$ cat src/sss_pkg.sv
// Shared constants and types of the sample set statistics block.
`default_nettype none

package sss_pkg;

   localparam int MAX_SAMPLES = 128;
   localparam int SAMPLE_W    = 16;
   localparam int COUNT_OUT_W = 8;
   localparam int CNT_W       = $clog2(MAX_SAMPLES + 1);
   localparam int LOG_MAX     = $clog2(MAX_SAMPLES);
   localparam int SUM_W       = SAMPLE_W + LOG_MAX;
   localparam int SQR_W       = 2 * SAMPLE_W - 1;
   localparam int SQ_W        = SQR_W + LOG_MAX;
   localparam int NUM_RAW_W   = SQR_W + 2 * LOG_MAX;
   localparam int NUM_W       = NUM_RAW_W + (NUM_RAW_W % 2);
   localparam int RT_W        = NUM_W / 2;
   localparam int DSR_W       = 2 * CNT_W;
   localparam int AW          = NUM_W + 2;
   localparam int STEP_W      = $clog2(NUM_W);

   typedef logic signed [SAMPLE_W-1:0] sample_type;
   typedef logic [SAMPLE_W-1:0]        ufield_type;
   typedef logic [COUNT_OUT_W-1:0]     count_field_type;

endpackage

`default_nettype wire

$ cat src/sss_if.sv
// Handshake channels for the sample words and the statistics words.
`default_nettype none

interface sss_req_if;
   import sss_pkg::*;

   logic       valid;
   logic       ready;
   sample_type sample;
   logic       last;

   modport source (output valid, output sample, output last, input ready);
   modport sink (input valid, input sample, input last, output ready);
endinterface

interface sss_rsp_if;
   import sss_pkg::*;

   logic            valid;
   logic            ready;
   sample_type      maximum;
   sample_type      minimum;
   sample_type      mean_value;
   ufield_type      std_dev;
   ufield_type      spread;
   count_field_type sample_count;
   logic            overflowed;

   modport source (output valid, output maximum, output minimum, output mean_value,
                   output std_dev, output spread, output sample_count,
                   output overflowed, input ready);
   modport sink (input valid, input maximum, input minimum, input mean_value,
                 input std_dev, input spread, input sample_count,
                 input overflowed, output ready);
endinterface

`default_nettype wire

$ cat src/sample_set_statistics.sv
// Running statistics over a set of Q8.8 samples with a shared add/subtract unit.
//
//   channel   direction   carries
//   req_ch    in          sample, last
//   rsp_ch    out         maximum, minimum, mean_value, std_dev, spread,
//                         sample_count, overflowed
//
// A sample word that does not close the set is taken while the block is idle.
// The closing word holds the input while the one add/subtract unit does the
// products, both divisions and the square root a bit or a bit pair at a time.
// Reset clears the sums, the count and the output valid.
// A stalled result word holds the block in its final step only.
`default_nettype none

module sample_set_statistics (
   input  logic    clock,
   input  logic    reset,
   sss_req_if.sink   req_ch,
   sss_rsp_if.source rsp_ch
);
   import sss_pkg::*;

   typedef enum logic [3:0] {
      ST_IDLE,
      ST_NSQ,
      ST_NS2,
      ST_S1SQ,
      ST_DIFF,
      ST_VDIV,
      ST_ROOT,
      ST_MDIV,
      ST_FIN
   } state_type;

   state_type                state_ff;
   logic [STEP_W-1:0]        step_ff;
   logic signed [SAMPLE_W-1:0] max_ff, min_ff, max_in, min_in;
   logic signed [SUM_W-1:0]  sum_ff, sum_in;
   logic [SQ_W-1:0]          sq_ff, sq_in;
   logic [CNT_W-1:0]         cnt_ff, cnt_in;
   logic                     drop_ff, drop_in;

   logic [AW-1:0]            acc_ff;
   logic [NUM_W-1:0]         opa_ff;
   logic [NUM_W-1:0]         mq_ff;
   logic [NUM_W-1:0]         tmp_ff;
   logic [DSR_W-1:0]         dsr_ff;
   logic [RT_W-1:0]          root_ff;
   logic [SAMPLE_W-1:0]      sd_ff;

   logic                     rsp_valid_ff;
   sample_type               max_out_ff, min_out_ff, mean_out_ff;
   ufield_type               sd_out_ff, spread_out_ff;
   count_field_type          cnt_out_ff;
   logic                     drop_out_ff;

   logic signed [2*SAMPLE_W-1:0] sq_prod;
   logic [SUM_W-1:0]         abs_sum;
   logic [SUM_W-1:0]         mean_full;
   logic [AW-1:0]            alu_a, alu_b, alu_res;
   logic                     alu_sub, alu_ge;
   logic [AW:0]              alu_sum;
   logic [RT_W-1:0]          root_next;

   // Accumulation of one sample word.
   assign sq_prod = req_ch.sample * req_ch.sample;

   always_comb begin
      max_in  = max_ff;
      min_in  = min_ff;
      sum_in  = sum_ff;
      sq_in   = sq_ff;
      cnt_in  = cnt_ff;
      drop_in = drop_ff;
      if (cnt_ff < CNT_W'(MAX_SAMPLES)) begin
         if (cnt_ff == '0) begin
            max_in = req_ch.sample;
            min_in = req_ch.sample;
         end else begin
            if (req_ch.sample > max_ff) max_in = req_ch.sample;
            if (req_ch.sample < min_ff) min_in = req_ch.sample;
         end
         sum_in = sum_ff + {{(SUM_W-SAMPLE_W){req_ch.sample[SAMPLE_W-1]}}, req_ch.sample};
         sq_in  = sq_ff + {{(SQ_W-SQR_W){1'b0}}, sq_prod[SQR_W-1:0]};
         cnt_in = cnt_ff + 1'b1;
      end else begin
         drop_in = 1'b1;
      end
   end

   assign abs_sum   = sum_ff[SUM_W-1] ? SUM_W'(-sum_ff) : SUM_W'(sum_ff);
   assign mean_full = sum_ff[SUM_W-1] ? SUM_W'(-mq_ff[SUM_W-1:0]) : mq_ff[SUM_W-1:0];

   // Operand selection for the shared add/subtract unit.
   always_comb begin
      alu_a   = '0;
      alu_b   = '0;
      alu_sub = 1'b0;
      unique case (state_ff)
         ST_NSQ, ST_NS2, ST_S1SQ: begin
            alu_a = {acc_ff[AW-2:0], 1'b0};
            alu_b = mq_ff[NUM_W-1] ? AW'(opa_ff) : '0;
         end
         ST_DIFF: begin
            alu_a   = AW'(tmp_ff);
            alu_b   = acc_ff;
            alu_sub = 1'b1;
         end
         ST_VDIV: begin
            alu_a   = {acc_ff[AW-2:0], mq_ff[NUM_W-1]};
            alu_b   = AW'(dsr_ff);
            alu_sub = 1'b1;
         end
         ST_ROOT: begin
            alu_a   = {acc_ff[AW-3:0], mq_ff[NUM_W-1 -: 2]};
            alu_b   = AW'({root_ff, 2'b01});
            alu_sub = 1'b1;
         end
         ST_MDIV: begin
            alu_a   = {acc_ff[AW-2:0], mq_ff[NUM_W-1]};
            alu_b   = AW'(cnt_ff);
            alu_sub = 1'b1;
         end
         ST_IDLE, ST_FIN: begin
            alu_a = '0;
         end
         default: begin
            alu_a = '0;
         end
      endcase
   end

   assign alu_sum   = {1'b0, alu_a} + {1'b0, (alu_sub ? ~alu_b : alu_b)} + (AW+1)'(alu_sub);
   assign alu_res   = alu_sum[AW-1:0];
   assign alu_ge    = alu_sum[AW];
   assign root_next = {root_ff[RT_W-2:0], alu_ge};

   always_ff @(posedge clock) begin
      if (reset) begin
         state_ff     <= ST_IDLE;
         max_ff       <= '0;
         min_ff       <= '0;
         sum_ff       <= '0;
         sq_ff        <= '0;
         cnt_ff       <= '0;
         drop_ff      <= 1'b0;
         rsp_valid_ff <= 1'b0;
      end else begin
         if (state_ff == ST_FIN && (!rsp_valid_ff || rsp_ch.ready)) begin
            rsp_valid_ff <= 1'b1;
         end else if (rsp_valid_ff && rsp_ch.ready) begin
            rsp_valid_ff <= 1'b0;
         end
         unique case (state_ff)
            ST_IDLE: begin
               if (req_ch.valid) begin
                  max_ff  <= max_in;
                  min_ff  <= min_in;
                  sum_ff  <= sum_in;
                  sq_ff   <= sq_in;
                  cnt_ff  <= cnt_in;
                  drop_ff <= drop_in;
                  if (req_ch.last) begin
                     state_ff <= ST_NSQ;
                     acc_ff   <= '0;
                     opa_ff   <= NUM_W'(cnt_in);
                     mq_ff    <= {cnt_in, {(NUM_W-CNT_W){1'b0}}};
                     step_ff  <= STEP_W'(CNT_W - 1);
                  end
               end
            end
            ST_NSQ, ST_NS2, ST_S1SQ: begin
               if (step_ff == '0) begin
                  if (state_ff == ST_NSQ) begin
                     dsr_ff   <= alu_res[DSR_W-1:0];
                     state_ff <= ST_NS2;
                     acc_ff   <= '0;
                     opa_ff   <= NUM_W'(sq_ff);
                     mq_ff    <= {cnt_ff, {(NUM_W-CNT_W){1'b0}}};
                     step_ff  <= STEP_W'(CNT_W - 1);
                  end else if (state_ff == ST_NS2) begin
                     tmp_ff   <= alu_res[NUM_W-1:0];
                     state_ff <= ST_S1SQ;
                     acc_ff   <= '0;
                     opa_ff   <= NUM_W'(abs_sum);
                     mq_ff    <= {abs_sum, {(NUM_W-SUM_W){1'b0}}};
                     step_ff  <= STEP_W'(SUM_W - 1);
                  end else begin
                     acc_ff   <= alu_res;
                     state_ff <= ST_DIFF;
                  end
               end else begin
                  acc_ff  <= alu_res;
                  mq_ff   <= {mq_ff[NUM_W-2:0], 1'b0};
                  step_ff <= step_ff - 1'b1;
               end
            end
            ST_DIFF: begin
               mq_ff    <= alu_res[NUM_W-1:0];
               acc_ff   <= '0;
               step_ff  <= STEP_W'(NUM_W - 1);
               state_ff <= ST_VDIV;
            end
            ST_VDIV: begin
               mq_ff <= {mq_ff[NUM_W-2:0], alu_ge};
               if (step_ff == '0) begin
                  acc_ff   <= '0;
                  root_ff  <= '0;
                  step_ff  <= STEP_W'(RT_W - 1);
                  state_ff <= ST_ROOT;
               end else begin
                  acc_ff  <= alu_ge ? alu_res : alu_a;
                  step_ff <= step_ff - 1'b1;
               end
            end
            ST_ROOT: begin
               root_ff <= root_next;
               if (step_ff == '0) begin
                  sd_ff    <= root_next[SAMPLE_W-1:0];
                  acc_ff   <= '0;
                  mq_ff    <= {abs_sum, {(NUM_W-SUM_W){1'b0}}};
                  step_ff  <= STEP_W'(SUM_W - 1);
                  state_ff <= ST_MDIV;
               end else begin
                  acc_ff  <= alu_ge ? alu_res : alu_a;
                  mq_ff   <= {mq_ff[NUM_W-3:0], 2'b00};
                  step_ff <= step_ff - 1'b1;
               end
            end
            ST_MDIV: begin
               acc_ff  <= alu_ge ? alu_res : alu_a;
               mq_ff   <= {mq_ff[NUM_W-2:0], alu_ge};
               step_ff <= step_ff - 1'b1;
               if (step_ff == '0) state_ff <= ST_FIN;
            end
            ST_FIN: begin
               if (!rsp_valid_ff || rsp_ch.ready) begin
                  max_out_ff    <= max_ff;
                  min_out_ff    <= min_ff;
                  mean_out_ff   <= mean_full[SAMPLE_W-1:0];
                  sd_out_ff     <= sd_ff;
                  spread_out_ff <= SAMPLE_W'(max_ff - min_ff);
                  cnt_out_ff    <= COUNT_OUT_W'(cnt_ff);
                  drop_out_ff   <= drop_ff;
                  max_ff        <= '0;
                  min_ff        <= '0;
                  sum_ff        <= '0;
                  sq_ff         <= '0;
                  cnt_ff        <= '0;
                  drop_ff       <= 1'b0;
                  state_ff      <= ST_IDLE;
               end
            end
            default: begin
               state_ff <= ST_IDLE;
            end
         endcase
      end
   end

   assign req_ch.ready        = (state_ff == ST_IDLE);
   assign rsp_ch.valid        = rsp_valid_ff;
   assign rsp_ch.maximum      = max_out_ff;
   assign rsp_ch.minimum      = min_out_ff;
   assign rsp_ch.mean_value   = mean_out_ff;
   assign rsp_ch.std_dev      = sd_out_ff;
   assign rsp_ch.spread       = spread_out_ff;
   assign rsp_ch.sample_count = cnt_out_ff;
   assign rsp_ch.overflowed   = drop_out_ff;

`ifndef SYNTHESIS
   a_count_bound: assert property (@(posedge clock) disable iff (reset)
      cnt_ff <= CNT_W'(MAX_SAMPLES))
      else $error("sample count above capacity");

   a_close_stalls: assert property (@(posedge clock) disable iff (reset)
      req_ch.valid && req_ch.ready && req_ch.last |=> !req_ch.ready)
      else $error("closing word did not stop the input");

   a_clear_on_result: assert property (@(posedge clock) disable iff (reset)
      $rose(rsp_ch.valid) |-> cnt_ff == '0 && !drop_ff)
      else $error("accumulators not cleared with the result");

   a_sd_in_range: assert property (@(posedge clock) disable iff (reset)
      rsp_ch.valid |-> rsp_ch.std_dev <= rsp_ch.spread)
      else $error("standard deviation exceeds spread");

   a_min_max: assert property (@(posedge clock) disable iff (reset)
      rsp_ch.valid |-> rsp_ch.minimum <= rsp_ch.maximum)
      else $error("minimum exceeds maximum");
`endif

endmodule

`default_nettype wire

$ cat src/flat_wrapper.sv
// flat-port wrapper written by rule: the top's interface ports become plain ports
module sample_set_statistics_flat import sss_pkg::*;
  (clock, reset, req_ch_valid, req_ch_sample, req_ch_last, req_ch_ready, rsp_ch_valid, rsp_ch_maximum, rsp_ch_minimum, rsp_ch_mean_value, rsp_ch_std_dev, rsp_ch_spread, rsp_ch_sample_count, rsp_ch_overflowed, rsp_ch_ready);
  sss_req_if req_ch_i ();
  sss_rsp_if rsp_ch_i ();
  input  logic clock;
  input  logic reset;
  input wire logic [$bits(req_ch_i.valid)-1:0] req_ch_valid;
  input wire logic [$bits(req_ch_i.sample)-1:0] req_ch_sample;
  input wire logic [$bits(req_ch_i.last)-1:0] req_ch_last;
  output wire logic [$bits(req_ch_i.ready)-1:0] req_ch_ready;
  output wire logic [$bits(rsp_ch_i.valid)-1:0] rsp_ch_valid;
  output wire logic [$bits(rsp_ch_i.maximum)-1:0] rsp_ch_maximum;
  output wire logic [$bits(rsp_ch_i.minimum)-1:0] rsp_ch_minimum;
  output wire logic [$bits(rsp_ch_i.mean_value)-1:0] rsp_ch_mean_value;
  output wire logic [$bits(rsp_ch_i.std_dev)-1:0] rsp_ch_std_dev;
  output wire logic [$bits(rsp_ch_i.spread)-1:0] rsp_ch_spread;
  output wire logic [$bits(rsp_ch_i.sample_count)-1:0] rsp_ch_sample_count;
  output wire logic [$bits(rsp_ch_i.overflowed)-1:0] rsp_ch_overflowed;
  input wire logic [$bits(rsp_ch_i.ready)-1:0] rsp_ch_ready;
  assign req_ch_i.valid = req_ch_valid;
  assign req_ch_i.sample = req_ch_sample;
  assign req_ch_i.last = req_ch_last;
  assign req_ch_ready = req_ch_i.ready;
  assign rsp_ch_valid = rsp_ch_i.valid;
  assign rsp_ch_maximum = rsp_ch_i.maximum;
  assign rsp_ch_minimum = rsp_ch_i.minimum;
  assign rsp_ch_mean_value = rsp_ch_i.mean_value;
  assign rsp_ch_std_dev = rsp_ch_i.std_dev;
  assign rsp_ch_spread = rsp_ch_i.spread;
  assign rsp_ch_sample_count = rsp_ch_i.sample_count;
  assign rsp_ch_overflowed = rsp_ch_i.overflowed;
  assign rsp_ch_i.ready = rsp_ch_ready;
  sample_set_statistics u_core (.clock(clock), .reset(reset), .req_ch(req_ch_i), .rsp_ch(rsp_ch_i));
endmodule
$ cat config.mk
export PLATFORM = sky130hd
export DESIGN_NAME = sample_set_statistics_flat
export DESIGN_NICKNAME = d
export VERILOG_FILES = /design/src/sss_pkg.sv /design/src/sss_if.sv /design/src/sample_set_statistics.sv /design/src/flat_wrapper.sv
export SDC_FILE = /design/constraint.sdc
export NUM_CORES = 2
export LEC_CHECK = 0
export ABC_AREA = 1
export BUFFER_PORTS_ARGS = -buffer_cell sky130_fd_sc_hd__buf_2
export CAP_MARGIN = 10
export CORE_MARGIN = 4
export CORE_UTILIZATION = 30
export CTS_CLUSTER_SIZE = 10
export DETAILED_ROUTE_END_ITERATION = 8
export SLEW_MARGIN = 20
export SYNTH_ARGS = -nofsm -noshare
export SYNTH_HDL_FRONTEND = slang
export SYNTH_SLANG_ARGS = --single-unit
$ cat constraint.sdc
create_clock -name clock -period 16.3 [get_ports clock]
set_input_delay 0.815 -clock clock [delete_from_list [all_inputs] [get_ports clock]]
set_output_delay 0.815 -clock clock [all_outputs]
set_load 0.005 [all_outputs]
Word level (Yosys, flattened, before mapping):

Cells that the tools add are included.

* logic and storage cells: 168
* register bits after elaboration: 443
* input bits: 21
* output and inout bits: 91

* reductions and logical operators: 32
* bitwise gates (word level): 3
* muxes and demuxes: 76
* $add $sub $neg: 9
* multipliers: 1
* magnitude comparators: 3
* equal/unequal tests: 21

Operators by type and width (number)
* 46-bit 2-to-1 mux: 12
* 48-bit one-hot mux with 5 select lines: 2
* 48-bit 2-to-1 mux: 8
* 46-bit one-hot mux with 5 select lines: 1
* 48-bit one-hot mux with 4 select lines: 1
* 16-bit 2-to-1 mux: 10
* 23-bit 2-to-1 mux: 5
* 38-bit 2-to-1 mux: 3
* 23-bit one-hot mux with 2 select lines: 2
* 46-bit one-hot mux with 2 select lines: 1
* 38-bit one-hot mux with 2 select lines: 1
* 16-bit one-hot mux with 2 select lines: 2
* 48-bit by 48-bit adder with 49-bit output: 1
* 49-bit by 1-bit adder with 49-bit output: 1
* 48-bit inverter: 1
* 38-bit by 31-bit adder with 38-bit output: 1
* 6-bit 2-to-1 mux: 6
* 4-bit 2-to-1 mux: 8
* 16-bit by 16-bit multiplier with 31-bit output: 1
* 6-bit one-hot mux with 5 select lines: 1
* 4-bit one-hot mux with 7 select lines: 1
* 5-bit AND reduction: 5
* 8-bit 2-to-1 mux: 3
* 23-bit adder: 1
* other kinds (36): 67

Logic depth before layout (Yosys ltp):

* depth after elaboration: 11
* gate-level depth with buffers: 37
* gate-level depth less buffers: 36

Least setup slack after synthesis:

OpenSTA, ideal clock, no wires.

* kind: input to register
* from: input reset
* to: register u_core.mq_ff[0], enable pin
* slack: 7.767 ns
* stages on the path: 5
* data arrival time: 8.014 ns
* cell sequence: clkbuf_1 > inv_1 > o21ai_0 > nor3_1 > a21boi_0

* cells in the longest elaborated chain, start to end: 2

RTL lines
* from (decl): line flat_wrapper.sv:7 `input logic reset;`
* 1-bit inverter (no line)
* 5-bit AND reduction (no line)
* to (signal assigned): line sample_set_statistics.sv:167 `mq_ff <= {cnt_in, {(NUM_W-CNT_W){1'b0}}};`
* to (signal assigned): line sample_set_statistics.sv:179 `mq_ff <= {cnt_ff, {(NUM_W-CNT_W){1'b0}}};`
* to (signal assigned): line sample_set_statistics.sv:186 `mq_ff <= {abs_sum, {(NUM_W-SUM_W){1'b0}}};`
* to (decl): line sample_set_statistics.sv:45 `logic [NUM_W-1:0] mq_ff;`

Every way passes these cells.
A chain may end at the register's enable or synchronous reset.

Worst setup path in the final report:

* from: input req_ch_sample[15]
* to: register u_core.sq_ff[30]

* cells in the longest elaborated chain, start to end: 5

RTL lines
* from (decl): line flat_wrapper.sv:9 `input wire logic [$bits(req_ch_i.sample)-1:0] req_ch_sample;`
* 16-bit by 16-bit multiplier with 31-bit output: line sample_set_statistics.sv:66 `assign sq_prod = req_ch.sample * req_ch.sample;`
* 38-bit by 31-bit adder with 38-bit output: line sample_set_statistics.sv:84 `sq_in = sq_ff + {{(SQ_W-SQR_W){1'b0}}, sq_prod[SQR_W-1:0]};`
* 38-bit 2-to-1 mux: line sample_set_statistics.sv:75 `if (cnt_ff < CNT_W'(MAX_SAMPLES)) begin`
* 38-bit 2-to-1 mux: line sample_set_statistics.sv:156 `if (req_ch.valid) begin`
* 38-bit one-hot mux with 2 select lines: line sample_set_statistics.sv:154 `unique case (state_ff)`
* to (signal assigned): line sample_set_statistics.sv:160 `sq_ff <= sq_in;`
* to (decl): line sample_set_statistics.sv:39 `logic [SQ_W-1:0] sq_ff, sq_in;`

Every way passes these cells. The select of a mux whose other input is x is not followed.

==> impl_results.md <==
* Largest net degree at the start of global routing at 90
* Setup bufs post-CTS at 0
* Synth Register Bits at around 440
* Post-CTS sizing at 0
* Measured slew at the worst slew-check pin at around 1100 ps
* Share of layout cells above drive strength 1 at 0.0619
* All-Layer GR Usage at 0.178
* CTS tree: built
* R2R cell count at 23
* Synth unique cells at 56
* Root Buffer: clkbuf_16
* Synth Area per Inst at 8.02 µm²
* Crit end category: flip-flop
* Setup TNS at 0 ps
* Final HPWL DP at roughly 88000 µm
* Sequential share of the synthesized area at 0.328
* Most common cell in the netlist: nand2_1
* Worst setup path category: input pin to flip-flop
* Final WL at 114000 µm
* Synthesized cell area at approximately 37000 µm²
* Final Hold Violating Endpoints at 0
* Fmax at about 120 MHz
* Gr ovfl total at 0
* Later-pin clock latency in the skew report at approximately 650 ps
* DR iter-0 viols at between 2000 and 3000
* DR vias at 31600
* Remaining DRCs at 0
* Cells after Synth at 4553
* Fin Clk Skew at 50.3 ps
* YS warnings at 0
* First-pass GRT wire length at 180000 µm
* Longest Clk Path Bufs at 3
* Starting Density at 0.303
* GP Congestion at just under 1
* FF-to-FF setup slack at a little under 9000 ps
* Sink Count at between 400 and 500
* Synth area leader: edfxtp_1
* Number of top-level pins at ~110
* CORE AREA at approximately 120000 µm²
* Routed WL per cell at roughly 18 µm
* RSZ-0062 raised after global routing: no
* Crit-path slowest cell: fa_1
* Worst rel slew slack at 0.250
* Die area at ~130000 µm²
* Syn_nets at ~5000
* Post-CTS Hold Buffers at 0
* Die Wd at between 300 and 400 µm
* Status: finished, final reports clean
* FFs w/ async S/R, synth at 0
* Layout Nets at 5089
* Initial antenna violation count at 1
* Worst setup SP type: input pin
* Max H-tree Level at 2
* Reg clk slew, reported paths at roughly 60 ps
* Top FF cell, synth: edfxtp_1
* Clock period minus worst slack at slightly above 8000 ps
* Crit path DAT at 8560 ps
* Post-synth EDFFs at 328
* Rows at roughly 130
* CP max stage delay at 690 ps
* Syn-to-layout area delta at 10.5%
* Vias in the first global route at roughly 31000
* Hold path cells at 0
* Reg-to-Reg End: u_core.acc_ff[44]
* TritonRoute pass-1 iters at 6
* Worst EP required at approximately 17000 ps
* Die height at between 300 and 400 µm
* Final worst-path cycle share at 0.498
* Input/output buffers at about 110
* Tightest Hold Check Type: flip-flop to flip-flop
* Worst r2r src: u_core.state_ff[2]
* Final setup vio count at 0
* Synth top area cells: edfxtp_1 (27%), fa_1 (13%), nand2_1 (9.8%), ha_1 (8.4%), inv_1 (7.9%)
* Top cell type's share of synthesized area at 0.270
* Max FO, Critical Path at 36
* Slew Limit Fails at 0
* Via density at 5.06
* Total CTS buffers at 52
* Worst Hold Path EP: u_core.rsp_ch.std_dev[2]
* Hold Startpoint: u_core.sd_ff[2]
* Commonest cells post-synth: nand2_1 (952), inv_1 (767), nor2_1 (364), a21oi_1 (330), edfxtp_1 (328)
* Max-cap violations at 0
* Post-route ant nets at 0
==> state kept, by name, summed over array words and instances (netlist names), 23 cells and up <==
register and cells:
u_core.opa_ff 38, u_core.mq_ff 46, u_core.tmp_ff 46, u_core.sq_ff 38
u_core.acc_ff 48, u_core.sum_ff 23, u_core.root_ff 23
==> worst max path at each step <==
stage / start / end / slack, ps / cells past startpoint
2_1_floorplan: reset / u_core.mq_ff[0] / 7770 / 5
3_3_place_gp: req_ch_sample[15] / u_core.sq_ff[30] / 7630 / 30
3_5_place_dp: req_ch_sample[15] / u_core.sq_ff[30] / 7570 / 30
4_1_cts: req_ch_sample[15] / u_core.sq_ff[30] / 8180 / 30
5_1_grt: req_ch_sample[15] / u_core.sq_ff[37] / 7470 / 31
6_report: req_ch_sample[15] / u_core.sq_ff[30] / 8180 / 30
==> cells in the final DEF, fill, tap and decap left out, types with 53 or more instances in the layout <==
cell       instances
inv_1            766
nand2_1          950
buf_2            111
a21oi_1          329
o21ai_0          260
clkbuf_16         53
dfxtp_1          107
edfxtp_1         328
nor2_1           360
fa_1             229
xor2_1            93
nand3_1          248
ha_1             245
==> kinds of logic (layout without fill, tap and decap cells) <==
family                   Yosys count  after routing  share of synthesized area
AND/OR/NAND/NOR                 1725           1725                      0.196
XOR/XNOR                         139            139                     0.0335
other                              0              1                          0
AO/OA/AOI/OAI                    846            846                      0.134
flip-flops                       435            435                      0.328
adder cells (fa/ha/maj)          474            474                      0.210
buffers and inverters            934           1018                     0.0978
==> critical path, delay by kind of cell <==
family,cells,cell delay [ps]
xor gates and xnor gates,1,240
buffers and inverters,6,1110
adders and majority gates,8,4100
AOI/OAI and AO/OA,4,740
and+or+nand+nor,11,1510
==> area by class of cell <==
| class | instances | area (µm²) |
|---|---|---|
| clock inverters | 8 | 116 |
| multi-input cells | 3184 | 21000 |
| clock buffers | 89 | 1510 |
| flip-flops and latches | 435 | 12000 |
| repair buffers | 141 | 785 |
| diodes | 1 | 2.50 |
| well taps | 1612 | 2020 |
| fillers | 12700 | 80100 |
| inverters | 780 | 2930 |
==> routing by layer <==
metal | vias up | part of all wire | GRT usage
met3 | 222 | 0.065 | 0.0219
li1 | 15000 | - | -
met1 | 15300 | 0.44 | 0.238
met2 | 1122 | 0.46 | 0.295
met5 | - | 0 | 0
met4 | 0 | 0.039 | 0.0662
==> metrics by stage <==
stage               instances   util  setup WS (ps)  hold WS (ps)  area [µm²]
finish                   6250  0.335           8180           415       40400
global route             6250  0.335           7470           421       40400
CTS                      6249  0.335           8180           416       40400
detailed placement       6152  0.322           7570           405       38700
global placement         6152  0.322           7630           401       38700
floorplan                4553      -           7770           400       36500
Power is not shown: default switching activity piles up to over one toggle a cycle in this logic, so the estimate is an artifact.
